### src/rtl/core/cfp_pkg.sv
package cfp_pkg;

  // frame markers, either case
  localparam logic [7:0] CH_P_UP = 8'h50;
  localparam logic [7:0] CH_P_LO = 8'h70;
  localparam logic [7:0] CH_A_UP = 8'h41;
  localparam logic [7:0] CH_A_LO = 8'h61;
  localparam logic [7:0] CH_M_UP = 8'h4D;
  localparam logic [7:0] CH_M_LO = 8'h6D;
  localparam logic [7:0] CH_R_UP = 8'h52;
  localparam logic [7:0] CH_R_LO = 8'h72;

  // request byte codes
  localparam logic [7:0] REQ_STATUS = 8'd1;
  localparam logic [7:0] REQ_MEMORY = 8'd2;

  // triple position
  localparam logic [1:0] PH_CODE  = 2'd0;
  localparam logic [1:0] PH_SUB   = 2'd1;
  localparam logic [1:0] PH_VALUE = 2'd2;

  localparam int unsigned OUT_TDATA_W = 32;

  typedef enum logic [2:0] {
    ST_IDLE    = 3'd0,
    ST_GOT_P   = 3'd1,
    ST_GOT_A   = 3'd2,
    ST_GOT_LEN = 3'd3,
    ST_GOT_SRC = 3'd4,
    ST_GOT_DST = 3'd5,
    ST_BODY    = 3'd6,
    ST_AFTER_M = 3'd7
  } parse_state_t;

  typedef struct packed {
    logic       indicator_on;
    logic       setting_valid;
    logic [7:0] device_code;
    logic [7:0] device_sub;
    logic [7:0] device_value;
    logic       frame_done;
    logic       reply_status;
    logic       reply_memory;
  } result_t;

endpackage

### src/rtl/core/cfp_parse.sv
module cfp_parse (
  input  logic              clk,
  input  logic              rst_n,
  input  logic              step,
  input  logic [7:0]        rx_byte,
  input  logic [7:0]        room_address,
  output cfp_pkg::result_t  result
);

  cfp_pkg::parse_state_t state_r, state_nxt;
  logic [1:0] phase_r, phase_nxt;
  logic [7:0] code_r, code_nxt;
  logic [7:0] sub_r, sub_nxt;
  logic       status_r, status_nxt;
  logic       memory_r, memory_nxt;
  logic       ind_r, ind_nxt;

  logic is_p, is_a, is_m, is_r, take_body;

  assign is_p = (rx_byte == cfp_pkg::CH_P_UP) || (rx_byte == cfp_pkg::CH_P_LO);
  assign is_a = (rx_byte == cfp_pkg::CH_A_UP) || (rx_byte == cfp_pkg::CH_A_LO);
  assign is_m = (rx_byte == cfp_pkg::CH_M_UP) || (rx_byte == cfp_pkg::CH_M_LO);
  assign is_r = (rx_byte == cfp_pkg::CH_R_UP) || (rx_byte == cfp_pkg::CH_R_LO);

  // body byte goes into the triple in body state, or after m unless it closes
  assign take_body = (state_r == cfp_pkg::ST_BODY) ||
                     ((state_r == cfp_pkg::ST_AFTER_M) && !is_r);

  // next state
  always_comb begin
    state_nxt = state_r;
    unique case (state_r)
      cfp_pkg::ST_IDLE:    if (is_p) state_nxt = cfp_pkg::ST_GOT_P;
      cfp_pkg::ST_GOT_P:   state_nxt = is_a ? cfp_pkg::ST_GOT_A : cfp_pkg::ST_IDLE;
      cfp_pkg::ST_GOT_A:   state_nxt = cfp_pkg::ST_GOT_LEN;
      cfp_pkg::ST_GOT_LEN: state_nxt = cfp_pkg::ST_GOT_SRC;
      cfp_pkg::ST_GOT_SRC: begin
        state_nxt = (rx_byte == room_address) ? cfp_pkg::ST_GOT_DST : cfp_pkg::ST_IDLE;
      end
      cfp_pkg::ST_GOT_DST: state_nxt = cfp_pkg::ST_BODY;
      cfp_pkg::ST_BODY:    if (is_m) state_nxt = cfp_pkg::ST_AFTER_M;
      cfp_pkg::ST_AFTER_M: state_nxt = is_r ? cfp_pkg::ST_IDLE : cfp_pkg::ST_BODY;
      default:             state_nxt = cfp_pkg::ST_IDLE;
    endcase
  end

  // held fields, flags and per-byte result
  always_comb begin
    phase_nxt  = phase_r;
    code_nxt   = code_r;
    sub_nxt    = sub_r;
    status_nxt = status_r;
    memory_nxt = memory_r;
    ind_nxt    = ind_r;
    result     = '0;

    if (state_r == cfp_pkg::ST_GOT_SRC) begin
      ind_nxt = (rx_byte == room_address);
    end

    if (state_r == cfp_pkg::ST_GOT_DST) begin
      status_nxt = (rx_byte == cfp_pkg::REQ_STATUS);
      memory_nxt = (rx_byte == cfp_pkg::REQ_MEMORY);
      phase_nxt  = cfp_pkg::PH_CODE;
    end

    if (take_body) begin
      case (phase_r)
        cfp_pkg::PH_CODE: begin
          code_nxt  = rx_byte;
          phase_nxt = cfp_pkg::PH_SUB;
        end
        cfp_pkg::PH_SUB: begin
          sub_nxt   = rx_byte;
          phase_nxt = cfp_pkg::PH_VALUE;
        end
        cfp_pkg::PH_VALUE: begin
          result.setting_valid = 1'b1;
          result.device_code   = code_r;
          result.device_sub    = sub_r;
          result.device_value  = rx_byte;
          phase_nxt            = cfp_pkg::PH_CODE;
        end
        default: phase_nxt = phase_r;
      endcase
    end

    // closing r after m
    if ((state_r == cfp_pkg::ST_AFTER_M) && is_r) begin
      result.frame_done   = 1'b1;
      result.reply_status = status_r;
      result.reply_memory = memory_r;
    end

    result.indicator_on = ind_nxt;
  end

  // parser state registers
  always_ff @(posedge clk) begin
    if (!rst_n) begin
      state_r  <= cfp_pkg::ST_IDLE;
      phase_r  <= cfp_pkg::PH_CODE;
      code_r   <= '0;
      sub_r    <= '0;
      status_r <= 1'b0;
      memory_r <= 1'b0;
      ind_r    <= 1'b0;
    end else if (step) begin
      state_r  <= state_nxt;
      phase_r  <= phase_nxt;
      code_r   <= code_nxt;
      sub_r    <= sub_nxt;
      status_r <= status_nxt;
      memory_r <= memory_nxt;
      ind_r    <= ind_nxt;
    end
  end

endmodule

### src/rtl/core/cfp_out_reg.sv
module cfp_out_reg (
  input  logic                                clk,
  input  logic                                rst_n,
  input  logic                                load,
  input  logic                                unload,
  input  cfp_pkg::result_t                    result,
  output logic                                valid,
  output logic [cfp_pkg::OUT_TDATA_W-1:0]     tdata,
  output logic                                tuser,
  output logic                                tlast
);

  logic             valid_r;
  cfp_pkg::result_t res_r;

  // valid flag: set on load, cleared when taken
  always_ff @(posedge clk) begin
    if (!rst_n) begin
      valid_r <= 1'b0;
    end else if (load) begin
      valid_r <= 1'b1;
    end else if (unload) begin
      valid_r <= 1'b0;
    end
  end

  // result payload
  always_ff @(posedge clk) begin
    if (load) begin
      res_r <= result;
    end
  end

  assign valid = valid_r;
  assign tuser = res_r.setting_valid;
  assign tlast = res_r.frame_done;

  // pack tdata, highest field first, indicator_on in bit 0
  assign tdata = {5'd0, res_r.reply_memory, res_r.reply_status, res_r.device_value,
                  res_r.device_sub, res_r.device_code, res_r.indicator_on};

endmodule

### src/rtl/core/command_frame_parser.sv
// Command frame parser: one received serial byte per transfer on the in_
// channel, one result per byte on the out_ channel.
// A frame is P A (either case), length, source, destination, request, then
// body bytes grouped into code/sub/value triples; M then R closes it.
// out_tdata holds the indicator level, the last triple and the reply flags;
// out_tuser marks a completed triple, out_tlast marks the closing R.
// cfg_ carries the room address; a write is taken at once (cfg_ready high)
// and must only happen while no byte is in flight.
// An in_ transfer reaches its result on out_ through the input register, then
// parse logic into the result register.
// Throughput: one byte per cycle while out_tready stays high; the single
// parse state update per byte between the two registers sets this figure.
// Reset (rst_n low, synchronous) empties both registers, returns the parser
// to idle and clears the flags, held bytes and room address.
// With a result waiting and out_tready low, the result register holds; the
// input register takes one more byte only if empty, then in_tready drops.
module command_frame_parser (
  input  logic        clk,
  input  logic        rst_n,
  input  logic        in_tvalid,
  output logic        in_tready,
  input  logic [7:0]  in_tdata,   // [7:0] rx_byte
  output logic        out_tvalid,
  input  logic        out_tready,
  output logic [31:0] out_tdata,  // [0] indicator_on, [8:1] device_code,
                                  // [16:9] device_sub, [24:17] device_value,
                                  // [25] reply_status, [26] reply_memory
  output logic        out_tuser,  // [0] setting_valid
  output logic        out_tlast,  // frame_done
  input  logic        cfg_valid,
  output logic        cfg_ready,
  input  logic [7:0]  cfg_data    // room_address
);

  logic             in_valid_r;
  logic [7:0]       in_byte_r;
  logic [7:0]       room_r;
  logic             advance;
  logic             out_valid;
  cfp_pkg::result_t result;

  // input register moves on when the result register is free or draining
  assign advance   = !out_valid || out_tready;
  assign in_tready = !in_valid_r || advance;
  assign cfg_ready = 1'b1;

  // input register
  always_ff @(posedge clk) begin
    if (!rst_n) begin
      in_valid_r <= 1'b0;
    end else if (in_tready) begin
      in_valid_r <= in_tvalid;
    end
  end

  always_ff @(posedge clk) begin
    if (in_tready && in_tvalid) begin
      in_byte_r <= in_tdata;
    end
  end

  // room address register
  always_ff @(posedge clk) begin
    if (!rst_n) begin
      room_r <= '0;
    end else if (cfg_valid && cfg_ready) begin
      room_r <= cfg_data;
    end
  end

  cfp_parse u_parse (
    .clk          (clk),
    .rst_n        (rst_n),
    .step         (in_valid_r && advance),
    .rx_byte      (in_byte_r),
    .room_address (room_r),
    .result       (result)
  );

  cfp_out_reg u_out (
    .clk    (clk),
    .rst_n  (rst_n),
    .load   (in_valid_r && advance),
    .unload (out_tready),
    .result (result),
    .valid  (out_valid),
    .tdata  (out_tdata),
    .tuser  (out_tuser),
    .tlast  (out_tlast)
  );

  assign out_tvalid = out_valid;

endmodule
### config.mk
export PLATFORM = sky130hd
export DESIGN_NAME = command_frame_parser
export DESIGN_NICKNAME = d
export VERILOG_FILES = /design/src/rtl/core/cfp_pkg.sv /design/src/rtl/core/cfp_parse.sv /design/src/rtl/core/cfp_out_reg.sv /design/src/rtl/core/command_frame_parser.sv
export SDC_FILE = /design/constraint.sdc
export NUM_CORES = 1
export LEC_CHECK = 0
export ABC_AREA = 1
export BUFFER_PORTS_ARGS = -buffer_cell sky130_fd_sc_hd__buf_2
export CAP_MARGIN = 20
export CORE_ASPECT_RATIO = 0.75
export CORE_MARGIN = 2
export CORE_UTILIZATION = 40
export CTS_CLUSTER_SIZE = 12
export DETAILED_ROUTE_END_ITERATION = 8
export PLACE_DENSITY_LB_ADDON = 0.3
export SYNTH_ARGS = -nofsm -noshare
export SYNTH_HDL_FRONTEND = slang
export SYNTH_HIERARCHICAL = 1
export SYNTH_SLANG_ARGS = --single-unit
### constraint.sdc
create_clock -name clk -period 3.8 [get_ports clk]
set_input_delay 0.19 -clock clk [delete_from_list [all_inputs] [get_ports clk]]
set_output_delay 0.19 -clock clk [all_outputs]
set_load 0.05 [all_outputs]
* Word level (Yosys, flattened, before mapping)
Cells that the tools add are included.
** Word-level totals
- Flip-flop bits (word level) :: 71
- Bits of input ports :: 21
- Output and inout bits :: 37
- Word-level logic and storage cells :: 80
** Cells by class
- Eq/ne operators :: 23
- Muxes and demuxes :: 14
- Reductions and logical operators :: 24
** Operators by type and width (count)
- 8-bit by 7-bit equality test with 1-bit output, second input constant :: 8
- 25-bit two-way mux :: 1
- 3-bit one-hot mux with 8 select lines :: 1
- 3-bit two-way mux :: 5
- 3-bit equality test, second input constant :: 4
- 3-bit AND reduction :: 4
- 8-bit by 1-bit equality test with 1-bit output, second input constant :: 1
- 8-bit by 2-bit equality test with 1-bit output, second input constant :: 1
- 8-bit equality test :: 1
- 1-bit logical OR :: 7
- 3-bit by 2-bit equality test with 1-bit output, second input constant :: 2
- 2-bit two-way mux :: 3
- 2-bit one-hot mux with 3 select lines :: 1
- 1-bit logical AND :: 4
- 2-bit by 1-bit != test with 1-bit output, second input constant :: 2
- 4-bit != test, second input constant :: 1
- 2-bit AND reduction :: 2
- 2-bit nonzero test :: 2
- 3-bit by 1-bit equality test with 1-bit output, second input constant :: 1
- 1-bit logical NOT :: 3
- 3-bit logical NOT :: 1
- 1-bit two-way mux :: 3
- 2-bit by 1-bit equality test with 1-bit output, second input constant :: 1
- 2-bit equality test, second input constant :: 1
- 2-bit logical NOT :: 1

* Longest topological paths before layout
Gate-level depths: netlist of run 1.
- Word-level depth :: 7
- Mapped depth :: 11
- Depth with buffers taken out :: 11

* Modules after synthesis
Netlist of run 1, hierarchy kept.
** By module, submodules not included
- cfp_parse :: times used 1, cells each 226, area each 1480.2 µm², sequential area each 480.5 µm²
- cfp_out_reg :: times used 1, cells each 41, area each 955.9 µm², sequential area each 890.9 µm²
- command_frame_parser :: times used 1, cells each 52, area each 571.8 µm², sequential area each 420.4 µm²

* Worst setup path after synthesis of run 1
No wires, ideal clock.
- Path kind :: flip-flop to flip-flop
- From :: reg u_out.valid_r, in the netlist u_out/valid
- To :: reg u_parse.state_r[2]
- Setup time :: 0.070 ns
- Data arrival time :: 4.176 ns
- Data required time :: 3.730 ns
- Path slack :: -0.445 ns
- Stages on the path, launching flop included :: 6
- Path buffers :: 0
- Period minus slack after synthesis :: 4.245 ns
- Cell sequence :: dfxtp_1 -> a21boi_0 -> nand3_1 -> inv_1 -> nand2_1 -> a21oi_1
** Between the ends
- Longest elaborated chain between the ends :: 4
** RTL lines
- start: declaration :: line cfp_out_reg.sv:13 : logic valid_r;
- start signal: assignment :: line cfp_out_reg.sv:19 : valid_r <= 1'b0;
- start signal: assignment :: line cfp_out_reg.sv:21 : valid_r <= 1'b1;
- start signal: assignment :: line cfp_out_reg.sv:23 : valid_r <= 1'b0;
- 1-bit logical NOT :: line command_frame_parser.sv:43 : assign advance = !out_valid || out_tready;
- 1-bit logical OR :: line command_frame_parser.sv:43
- 1-bit logical AND :: line command_frame_parser.sv:74 : .step (in_valid_r && advance),
- 3-bit AND reduction (no source line)
- end signal: assignment :: line cfp_parse.sv:101 : state_r <= cfp_pkg::ST_IDLE;
- end signal: assignment :: line cfp_parse.sv:109 : state_r <= state_nxt;
- end: declaration :: line cfp_parse.sv:10 : cfp_pkg::parse_state_t state_r, state_nxt;
Every way passes these cells.
A chain may end at the register's enable or synchronous reset.

* Worst setup path in the final report of run 1
- From :: reg in_byte_r[2]
- To :: reg u_out.res_r (netlist bit u_out/tdata[23]), data pin
** Between the ends
- Longest elaborated chain between the ends :: 6
- Elaborated cells on any way between the ends :: 7
- Those cells by class :: eq/ne: 2; reduce/logical: 5
** RTL lines
- start: declaration :: line command_frame_parser.sv:36 : logic [7:0] in_byte_r;
- start signal: assignment :: line command_frame_parser.sv:58 : in_byte_r <= in_tdata;
- 8-bit by 7-bit equality test with 1-bit output :: line cfp_parse.sv:23 : assign is_r = (rx_byte == cfp_pkg::CH_R_UP) || (rx_byte == cfp_pkg::CH_R_LO);
- 1-bit logical OR * :: line cfp_parse.sv:23
- 1-bit logical NOT * :: line cfp_parse.sv:27 : ((state_r == cfp_pkg::ST_AFTER_M) && !is_r);
- 1-bit logical AND * :: line cfp_parse.sv:27
- 1-bit logical OR * :: line cfp_parse.sv:26 : assign take_body = (state_r == cfp_pkg::ST_BODY) ||
- 2-bit AND reduction (no source line) *
- end signal: assignment :: line cfp_out_reg.sv:30 : res_r <= result;
- end: declaration :: line cfp_out_reg.sv:14 : cfp_pkg::result_t res_r;
Every way passes the cells marked *; elsewhere a longest branch is shown, timed or not.

==> flow_metrics.env, run 1 <==
export IMPL_run_status="finished clean"
export IMPL_cap_violations=0
export IMPL_rsz0062_at_grt="no"
export IMPL_htreeDepth=3
export IMPL_drc=0
export IMPL_layout_commonest_cell="nor2_1"
export IMPL_grt_pass1_wl_um=9650
export IMPL_final_area_um2=3510
export IMPL_portBuffers=51
export IMPL_hp_class="in2reg"
export IMPL_wl_um=5980
export IMPL_worstPathArrival_ns=1.97
export IMPL_drive_gt1_share_pct=22.0
export IMPL_num_antenna_cells=0
export IMPL_clockPowerShare_pct=36.3
export IMPL_p_int_w=0.00117
export IMPL_fin_crit_sh_pct=50.0
export IMPL_vias=2164
export IMPL_clock_sinks=71
export IMPL_dr_pass1_iters=4
export IMPL_crit_slowest_cell="edfxtp_1"
export IMPL_cts_root_buffer="clkbuf_8"
export IMPL_gp_congestion=0.843
export IMPL_clock_fmax_mhz=527
export IMPL_cts_resized=0
export IMPL_slew_violations=0
export IMPL_period_minus_slack_ns=1.90
export IMPL_place_area_um2=3320
export IMPL_track_usage_pct=15.4
export IMPL_ir_worst_vdd_uv=225
export IMPL_dp_hpwl_um=4100
export IMPL_grt_pass1_vias=2014
export IMPL_drt_vias_per_instance=4.53
export IMPL_final_nets=397
export IMPL_final_hold_violation_count=0
export IMPL_path_max_fanout=25
export IMPL_yosysSeqAreaShare_pct=59.6
export IMPL_die_area_um2=8240
export IMPL_grt_max_degree=36
export IMPL_crit_path_cell_trace="inv_1, nand2_1, nor2_2, nand2_1, nand2_2, nand2_4, nand2_2, nor2_1"
export IMPL_required_ns=3.87
export IMPL_maxSlewHeadroom_pct=65.1
export IMPL_final_setup_tns_ns=0
export IMPL_cts_setup_buffers=0
export IMPL_crit_type="reg2reg"
export IMPL_rows=27
export IMPL_wire_per_inst_um=12.5
export IMPL_areaGrowthSynthToFinish_pct=16.8
export IMPL_drtAntennaViolNets=0
export IMPL_hold_slack_ns=0.0265
export IMPL_cts_tree="done"
export IMPL_layout_common_cells="53 x nor2_1, 51 x buf_2, 49 x inv_1"
export IMPL_coreArea_um2=7330
export IMPL_worst_slew_pin_slew_ns=0.523
export IMPL_io_pins=58
export IMPL_die_height_um=79.1
export IMPL_p_sw_share_pct=25.8
export IMPL_clk_pin_slew_ns=0.08
export IMPL_ys_warnings_count=6
export IMPL_cts_hold_buf=0
export IMPL_antenna_found_initial=0
export IMPL_syn_area_um2=3010
export IMPL_cp_start_kind="flop"
export IMPL_ys_seq_elements=71
export IMPL_seq_area_um2=1790
export IMPL_power_leakage_nw=1.42
export IMPL_yosysUniqueCellTypes=31
export IMPL_num_fill_cells=696
export IMPL_syn_area_per_cell_um2=9.43
export IMPL_cts_buffers=9
export IMPL_drt_iter0_drc=144
export IMPL_cts_max_path_buffers=2
export IMPL_power_density_nw_per_um2=450
export IMPL_finClkSkew_ns=0.00952
export IMPL_utilization_pct=47.9
export IMPL_p_comb_share_pct=9.8
export IMPL_slowest_delay_ns=0.51
export IMPL_synthCells=319
export IMPL_switching_power_w=0.000408
export IMPL_die_w_um=104
export IMPL_clkLatencyLatePin_ns=0.34
export IMPL_end_kind="flop"
export IMPL_p_seq_share_pct=53.9
export IMPL_start_util_pct=41.0
export IMPL_setup_viol=0
export IMPL_multi_input_comb_area_um2=946
export IMPL_grt_overflow=0
per-layer routing:
metal	track usage (%)	vias to the layer above	share of wire [%]
li1	-	1117	-
met1	20.3	969	50
met2	22.8	74	43
met3	5.17	4	6.1
met4	7.84	0	0.97
met5	0	-	0
metrics by stage:
| stage | instances | setup WS (ns) | power, W |
|---|---|---|---|
| floorplan | 323 | 0.634 | 0.000986 |
| global placement | 462 | 1.94 | 0.00102 |
| detailed placement | 462 | 1.90 | 0.00102 |
| CTS | 478 | 1.90 | 0.00160 |
| global route | 478 | 1.74 | 0.00164 |
| finish | 478 | 1.90 | 0.00158 |
worst max-delay path: cells and delay by family, from the launching register on:
family	cells	cell delay (ns)
buffers and inverters	1	0.12
DFF	1	0.51
and+or+nand+nor	7	1.01
path summary, 6_finish.rpt:
kind	to	slack, ns	startpoint	cells past startpoint
min reg2reg	u_parse/code_r[1]	0.46	u_parse/code_r[1]	2
max	u_out/tdata[23]	1.90	in_byte_r[2]	8
max reg2reg	u_out/tdata[23]	1.90	in_byte_r[2]	8
min	in_byte_r[6]	0.03	in_tdata[6]	1
area by class of cell:
cell class | instances | share of cell area [%]
multi-input combinational | 186 | 26.9
clock buffer | 10 | 3.63
inverter | 52 | 5.56
sequential | 71 | 51.0
clock inverter | 6 | 1.78
timing repair buffer | 52 | 7.48
tap | 101 | 3.60
cell families (layout without fill, tap and decap cells):
family,count (synthesis),after routing,synth area share [%]
AND/OR/NAND/NOR,114,114,17.1
adder cells (fa/ha/maj),4,4,1.66
AO/OA/AOI/OAI,56,56,9.78
other,2,6,0.250
buffers and inverters,66,120,9.86
flip-flops,71,71,59.6
XOR/XNOR,6,6,1.75
cells in the mapped netlist:
library cell	n	area share, %
a21boi_0	1	0.25
a21oi_1	25	4.2
a21oi_2	1	0.29
buf_1	1	0.12
buf_2	2	0.33
buf_4	7	1.7
buf_6	2	0.75
clkbuf_2	1	0.17
clkbuf_4	1	0.25
conb_1	2	0.25
dfxtp_1	34	23
edfxtp_1	37	37
ha_1	4	1.7
inv_1	49	6.1
inv_2	3	0.37
nand2_1	38	4.7
nand2_2	2	0.42
nand2_4	1	0.37
nand3_1	7	1.2
nand3_2	1	0.33
nand3_4	2	1.2
nand3b_1	1	0.25
nand4_1	3	0.62
nor2_1	53	6.6
nor2_2	2	0.42
nor3_1	3	0.50
nor3_4	1	0.54
o21ai_0	25	4.2
o21ai_1	2	0.33
o21ai_2	2	0.58
xnor2_1	6	1.7
state kept, by name, indices dropped and copies added (netlist names):
register	cells
u_parse/memory_r	1
in_byte_r	8
u_parse/ind_r	1
in_valid_r	1
u_out/tlast	1
u_parse/status_r	1
u_parse/code_r	8
u_parse/state_r	3
u_out/tdata	27
u_out/tuser	1
room_r	8
u_parse/phase_r	2
u_out/valid	1
u_parse/sub_r	8
power by group through the flow:
stage,clock (W),combinational (W),sequential (W)
floorplan,0,0.0000628,0.000923
global placement,0,0.000154,0.000869
detailed placement,0,0.000155,0.000870
CTS,0.000591,0.000155,0.000852
global route,0.000624,0.000165,0.000856
finish,0.000574,0.000154,0.000852
Note: power is estimated with default switching activity, not from simulation.
==> run 2, diff against run 1 <==
Settings changed: ABC_AREA 1 to 0.
Clock period 3.8 ns to 1.74 ns, I/O delays scaled along.
==> flow_metrics.env, run 2 <==
export IMPL_run_status="finished clean"
export IMPL_yosysSeqAreaShare_pct=57.6
export IMPL_finClkSkew_ns=0.00825
export IMPL_cts_root_buffer="clkbuf_8"
export IMPL_layout_commonest_cell="buf_2"
export IMPL_synth_compound_area_share_pct=5.43
export IMPL_synth_xor_area_share_pct=2.25
export IMPL_grt_max_degree=25
export IMPL_portBuffers=51
export IMPL_fin_crit_sh_pct=96.6
export IMPL_utilization_pct=52.9
export IMPL_drt_vias_per_instance=4.68
export IMPL_synth_top_family_by_area="simple AND/OR/NAND/NOR gates"
export IMPL_worstPathArrival_ns=1.77
export IMPL_grt_pass1_wl_um=9850
export IMPL_period_minus_slack_ns=1.68
export IMPL_final_nets=365
export IMPL_grt_pass1_vias=1969
export IMPL_drive_gt1_share_pct=30.1
export IMPL_yosysUniqueCellTypes=46
export IMPL_slew_violations=0
export IMPL_syn_area_um2=3110
export IMPL_synth_common_cells="37 x edfxtp_1, 34 x dfxtp_1, 31 x nand2_1"
export IMPL_clock_fmax_mhz=595
export IMPL_p_comb_share_pct=11.1
export IMPL_drtAntennaViolNets=0
export IMPL_gp_congestion=0.849
export IMPL_hp_class="in2reg"
export IMPL_setup_viol=0
export IMPL_cp_buffers_inverters=1
export IMPL_p_sw_share_pct=25.3
export IMPL_synthMuxAreaShare_pct=8.36
export IMPL_end_kind="flop"
export IMPL_cp_start_kind="flop"
export IMPL_cts_max_path_buffers=2
export IMPL_final_hold_violation_count=0
export IMPL_vias=2088
export IMPL_required_ns=1.83
export IMPL_ys_warnings_count=6
export IMPL_cap_violations=0
export IMPL_num_antenna_cells=0
export IMPL_synthCells=260
export IMPL_fin_cells=446
export IMPL_synthSimpleGateAreaFrac_pct=19.5
export IMPL_die_w_um=106
export IMPL_syn_area_per_cell_um2=12.0
export IMPL_wire_per_inst_um=13.9
export IMPL_crit_path_cell_trace="nor4b_4, a41oi_2, buf_4, and3_2"
export IMPL_cts_buffers=9
export IMPL_power_density_nw_per_um2=900
export IMPL_total_power_w=0.00353
export IMPL_antenna_found_initial=0
export IMPL_synth_edf_count=37
export IMPL_power_leakage_nw=1.71
export IMPL_grt_overflow=0
export IMPL_yosys_area_top_type="edfxtp_1"
export IMPL_async_reset_ff_share_pct=0
export IMPL_synth_flop_cell="edfxtp_1"
export IMPL_start_util_pct=41.9
export IMPL_io_pins=58
export IMPL_rows=27
export IMPL_path_max_fanout=14
export IMPL_crit_slowest_cell="edfxtp_1"
export IMPL_ys_seq_elements=71
export IMPL_wl_um=6180
export IMPL_synth_most_common_cell="edfxtp_1"
export IMPL_die_height_um=80.4
export IMPL_yosysTopAreaCellShare_pct=35.7
export IMPL_largest_register_ffs=27
export IMPL_clock_sinks=71
export IMPL_crit_family="simple AND/OR/NAND/NOR gates"
export IMPL_synthAdderAreaFrac_pct=1.61
export IMPL_dr_pass1_iters=4
export IMPL_cts_tree="done"
export IMPL_p_int_w=0.00264
export IMPL_clkLatencyLatePin_ns=0.34
export IMPL_dp_hpwl_um=4330
export IMPL_clk_pin_slew_ns=0.08
export IMPL_layout_common_cells="51 x buf_2, 37 x edfxtp_1, 33 x dfxtp_1"
export IMPL_htreeDepth=3
export IMPL_clockPowerShare_pct=36.7
export IMPL_drc=0
export IMPL_dp_cells=411
export IMPL_coreArea_um2=7430
export IMPL_crit_type="reg2reg"
export IMPL_areaGrowthSynthToFinish_pct=26.3
export IMPL_slowest_delay_ns=0.45
export IMPL_die_area_um2=8510
export IMPL_drt_iter0_drc=109
export IMPL_synthTopCellsByArea="edfxtp_1 36%, dfxtp_1 22%, mux2i_1 8.4%"
export IMPL_track_usage_pct=15.7
export IMPL_switching_power_w=0.000894
export IMPL_p_seq_share_pct=52.2
export IMPL_ir_worst_vdd_uv=574
-- run 2: layout make-up --
cell class / count / area (µm²)
fill: 684 / 3500
clock inverter: 5 / 57.6
timing repair buffer: 87 / 584
clock buffer: 11 / 141
inverter: 7 / 26.3
tap: 101 / 126
sequential: 71 / 1800
multi-input combinational: 164 / 1200
-- run 2: metal layers --
layer  routed length, µm  track usage (%)  vias to the layer above
met2                2690             22.2                       68
met4                  25             4.74                        0
li1                    -                -                     1073
met1                3100             22.2                      945
met3                 367             5.68                        2
met5                   0                0                        -
-- run 2: cell families after synthesis --
kind of cell | count (synthesis)
buf+inv | 29
other cells | 2
fa+ha+maj | 4
simple gates | 100
compound gates | 20
xor+xnor | 8
flops | 71
mux | 26
-- run 2: what timing repair did --
| action | 4_1_cts | 5_1_grt |
|---|---|---|
| endpoints found under the setup margin | 0 | 20 |
| gates resized for setup | 0 | 2 |
| endpoints found under the hold margin | 17 | 0 |
| buffers inserted | 0 | 2 |
| hold buffers | 17 | 0 |
-- run 2: final timing paths --
path / start / end / slack, ns / depth (start not counted)
min reg2reg: u_parse/sub_r[4] / u_parse/sub_r[4] / 0.46 / 2
min: out_tready / u_out/valid / 0.09 / 3
max reg2reg: in_byte_r[0] / u_out/tdata[13] / 0.06 / 4
max: in_byte_r[0] / u_out/tdata[13] / 0.06 / 4
-- run 2: tightest hold or removal path, stage by stage --
cell and delay, ns:
buf_2 0.13, nor2b_4 0.10, o21a_1 0.10
-- run 2: through the flow --
step                setup slack [ns]  hold WS, ns  TNS [ns]  area [µm²]
floorplan                     -0.190        0.186    -0.542        3150
global placement               0.120        0.265         0        3530
detailed placement            0.0922        0.265         0        3530
CTS                           0.0634       0.0720         0        3900
global route                -0.00811       0.0603   -0.0159        3930
finish                        0.0589       0.0925         0        3930
-- run 2: power groups by stage --
stage                     logic (W)  registers (W)  clock network, W
after floorplan            0.000141        0.00201                 0
after global placement     0.000358        0.00188                 0
after detailed placement   0.000360        0.00188                 0
after CTS                  0.000389        0.00185           0.00133
after global routing       0.000416        0.00185           0.00141
final                      0.000391        0.00185           0.00130
==> run 3, diff against run 2 <==
Settings changed: MAX_ROUTING_LAYER set to met4, SETUP_SLACK_MARGIN set to 0.5.
Clock period 1.74 ns to 2 ns, I/O delays scaled along.
==> flow_metrics.env, run 3 (same netlist as run 2, synthesis figures left out) <==
export IMPL_areaGrowthSynthToFinish_pct=29.6
export IMPL_fin_crit_sh_pct=85.3
export IMPL_power_leakage_nw=1.72
export IMPL_die_height_um=80.4
export IMPL_topRoutingLayerUsed="met4"
export IMPL_drtAntennaViolNets=0
export IMPL_crit_family="simple AND/OR/NAND/NOR gates"
export IMPL_grt_pass1_wl_um=10200
export IMPL_crit_type="reg2reg"
export IMPL_die_area_um2=8510
export IMPL_rows=27
export IMPL_slowest_delay_ns=0.46
export IMPL_num_fill_cells=662
export IMPL_clkLatencyLatePin_ns=0.34
export IMPL_final_setup_tns_ns=0
export IMPL_met1_length_um=3130
export IMPL_path_max_fanout=30
export IMPL_ff2ff_path_depth=5
export IMPL_largest_register_ffs=27
export IMPL_cts_buffers=9
export IMPL_cp_buffers_inverters=1
export IMPL_vias=2150
export IMPL_io_pins=58
export IMPL_start_util_pct=41.9
export IMPL_drt_iter0_drc=151
export IMPL_cp_start_kind="flop"
export IMPL_drt_vias_per_instance=4.83
export IMPL_clock_sinks=71
export IMPL_htreeDepth=3
export IMPL_period_minus_slack_ns=1.71
export IMPL_slew_violations=0
export IMPL_grt_max_degree=35
export IMPL_drive_gt1_share_pct=35.5
export IMPL_met3_length_um=347
export IMPL_wire_per_inst_um=14.5
export IMPL_final_hold_violation_count=0
export IMPL_end_kind="flop"
export IMPL_antenna_found_initial=0
export IMPL_ir_worst_vdd_uv=371
export IMPL_dr_pass1_iters=4
export IMPL_met2_length_um=2890
export IMPL_run_status="finished clean"
export IMPL_power_density_nw_per_um2=793
export IMPL_gp_congestion=0.833
export IMPL_dp_hpwl_um=4050
export IMPL_clk_pin_slew_ns=0.07
export IMPL_setup_viol=0
export IMPL_die_w_um=106
export IMPL_grt_pass1_vias=1977
export IMPL_crit_slowest_cell="edfxtp_1"
export IMPL_path_depth=5
export IMPL_cts_max_path_buffers=2
export IMPL_maxSlewHeadroom_pct=60.5
export IMPL_track_usage_pct=16.4
export IMPL_layout_common_cells="51 x buf_2, 37 x edfxtp_1, 33 x dfxtp_1"
export IMPL_cts_root_buffer="clkbuf_8"
export IMPL_finClkSkew_ns=0.00704
export IMPL_hp_class="in2reg"
export IMPL_worstPathArrival_ns=1.97
export IMPL_layout_commonest_cell="buf_2"
export IMPL_coreArea_um2=7430
export IMPL_drc=0
export IMPL_cts_tree="done"
export IMPL_final_nets=364
export IMPL_cap_violations=0
export IMPL_num_antenna_cells=0
export IMPL_crit_path_cell_trace="nor4b_4, a41oi_2, buf_12, nand3_4, mux2i_2"
export IMPL_worst_slew_pin_slew_ns=0.593
export IMPL_required_ns=2.27
export IMPL_portBuffers=51
export IMPL_clock_fmax_mhz=586
export IMPL_holdPathStages=3
export IMPL_rsz0062_at_grt="yes"
export IMPL_total_power_w=0.00320
export IMPL_grt_overflow=0
export IMPL_wl_um=6450
## run 3: routing by layer
metal / vias up / global-route usage [%]
met5: - / -
li1: 1072 / -
met2: 70 / 24.1
met1: 995 / 22.0
met3: 13 / 4.87
met4: 0 / 5.13
## run 3: area by class of cell
type                            count  area (µm²)  area share, %
Clock buffer                       11         131           3.26
Clock inverter                      5        81.3           2.02
Inverter                            7        26.3          0.652
Multi-Input combinational cell    164        1300           32.2
Sequential cell                    71        1800           44.5
Tap cell                          101         126           3.13
Timing Repair Buffer               86         571           14.2
## run 3: timing repair
| action | 4_1_cts | 5_1_grt |
|---|---|---|
| setup endpoints to repair | 50 | 53 |
| hold buffers | 10 | 0 |
| gates resized for setup | 7 | 13 |
| pin swaps | 9 | 7 |
| hold endpoints to repair | 10 | 0 |
| setup buffers | 11 | 4 |
## run 3: worst paths after layout
| check | start | endpoint | slack, ns |
|---|---|---|---|
| setup / recovery | in_byte_r[2] | u_parse/sub_r[6] | 0.29 |
| hold / removal | cfg_data[7] | room_r[7] | 0.02 |
| setup reg to reg | in_byte_r[2] | u_parse/sub_r[6] | 0.29 |
| hold reg to reg | u_parse/status_r | u_parse/status_r | 0.46 |
## run 3: metrics by stage
step | setup WS (ns) | instance area [µm²] | utilization, % | hold slack, ns | cells
global route | 0.237 | 4030 | 54.2 | 0.0128 | 445
global placement | 0.326 | 3500 | 47.1 | 0.283 | 404
CTS | 0.310 | 3940 | 53.0 | 0.00524 | 441
finish | 0.294 | 4030 | 54.2 | 0.0185 | 445
floorplan | 0.0697 | 3170 | - | 0.199 | 264
detailed placement | 0.254 | 3500 | 47.1 | 0.284 | 404
## run 3: power breakdown
part	internal (W)	total, W	switching (W)	leakage [nW]
logic	0.000121	0.000369	0.000248	1.01
clock network	0.000705	0.00122	0.000518	0.104
registers	0.00158	0.00161	0.0000274	0.610
## run 3: worst min-delay path: cells and delay by family
kind,cells,cell delay [ns]
buffers and inverters,1,0.07
AND/OR/NAND/NOR,1,0.10
multiplexers,1,0.05
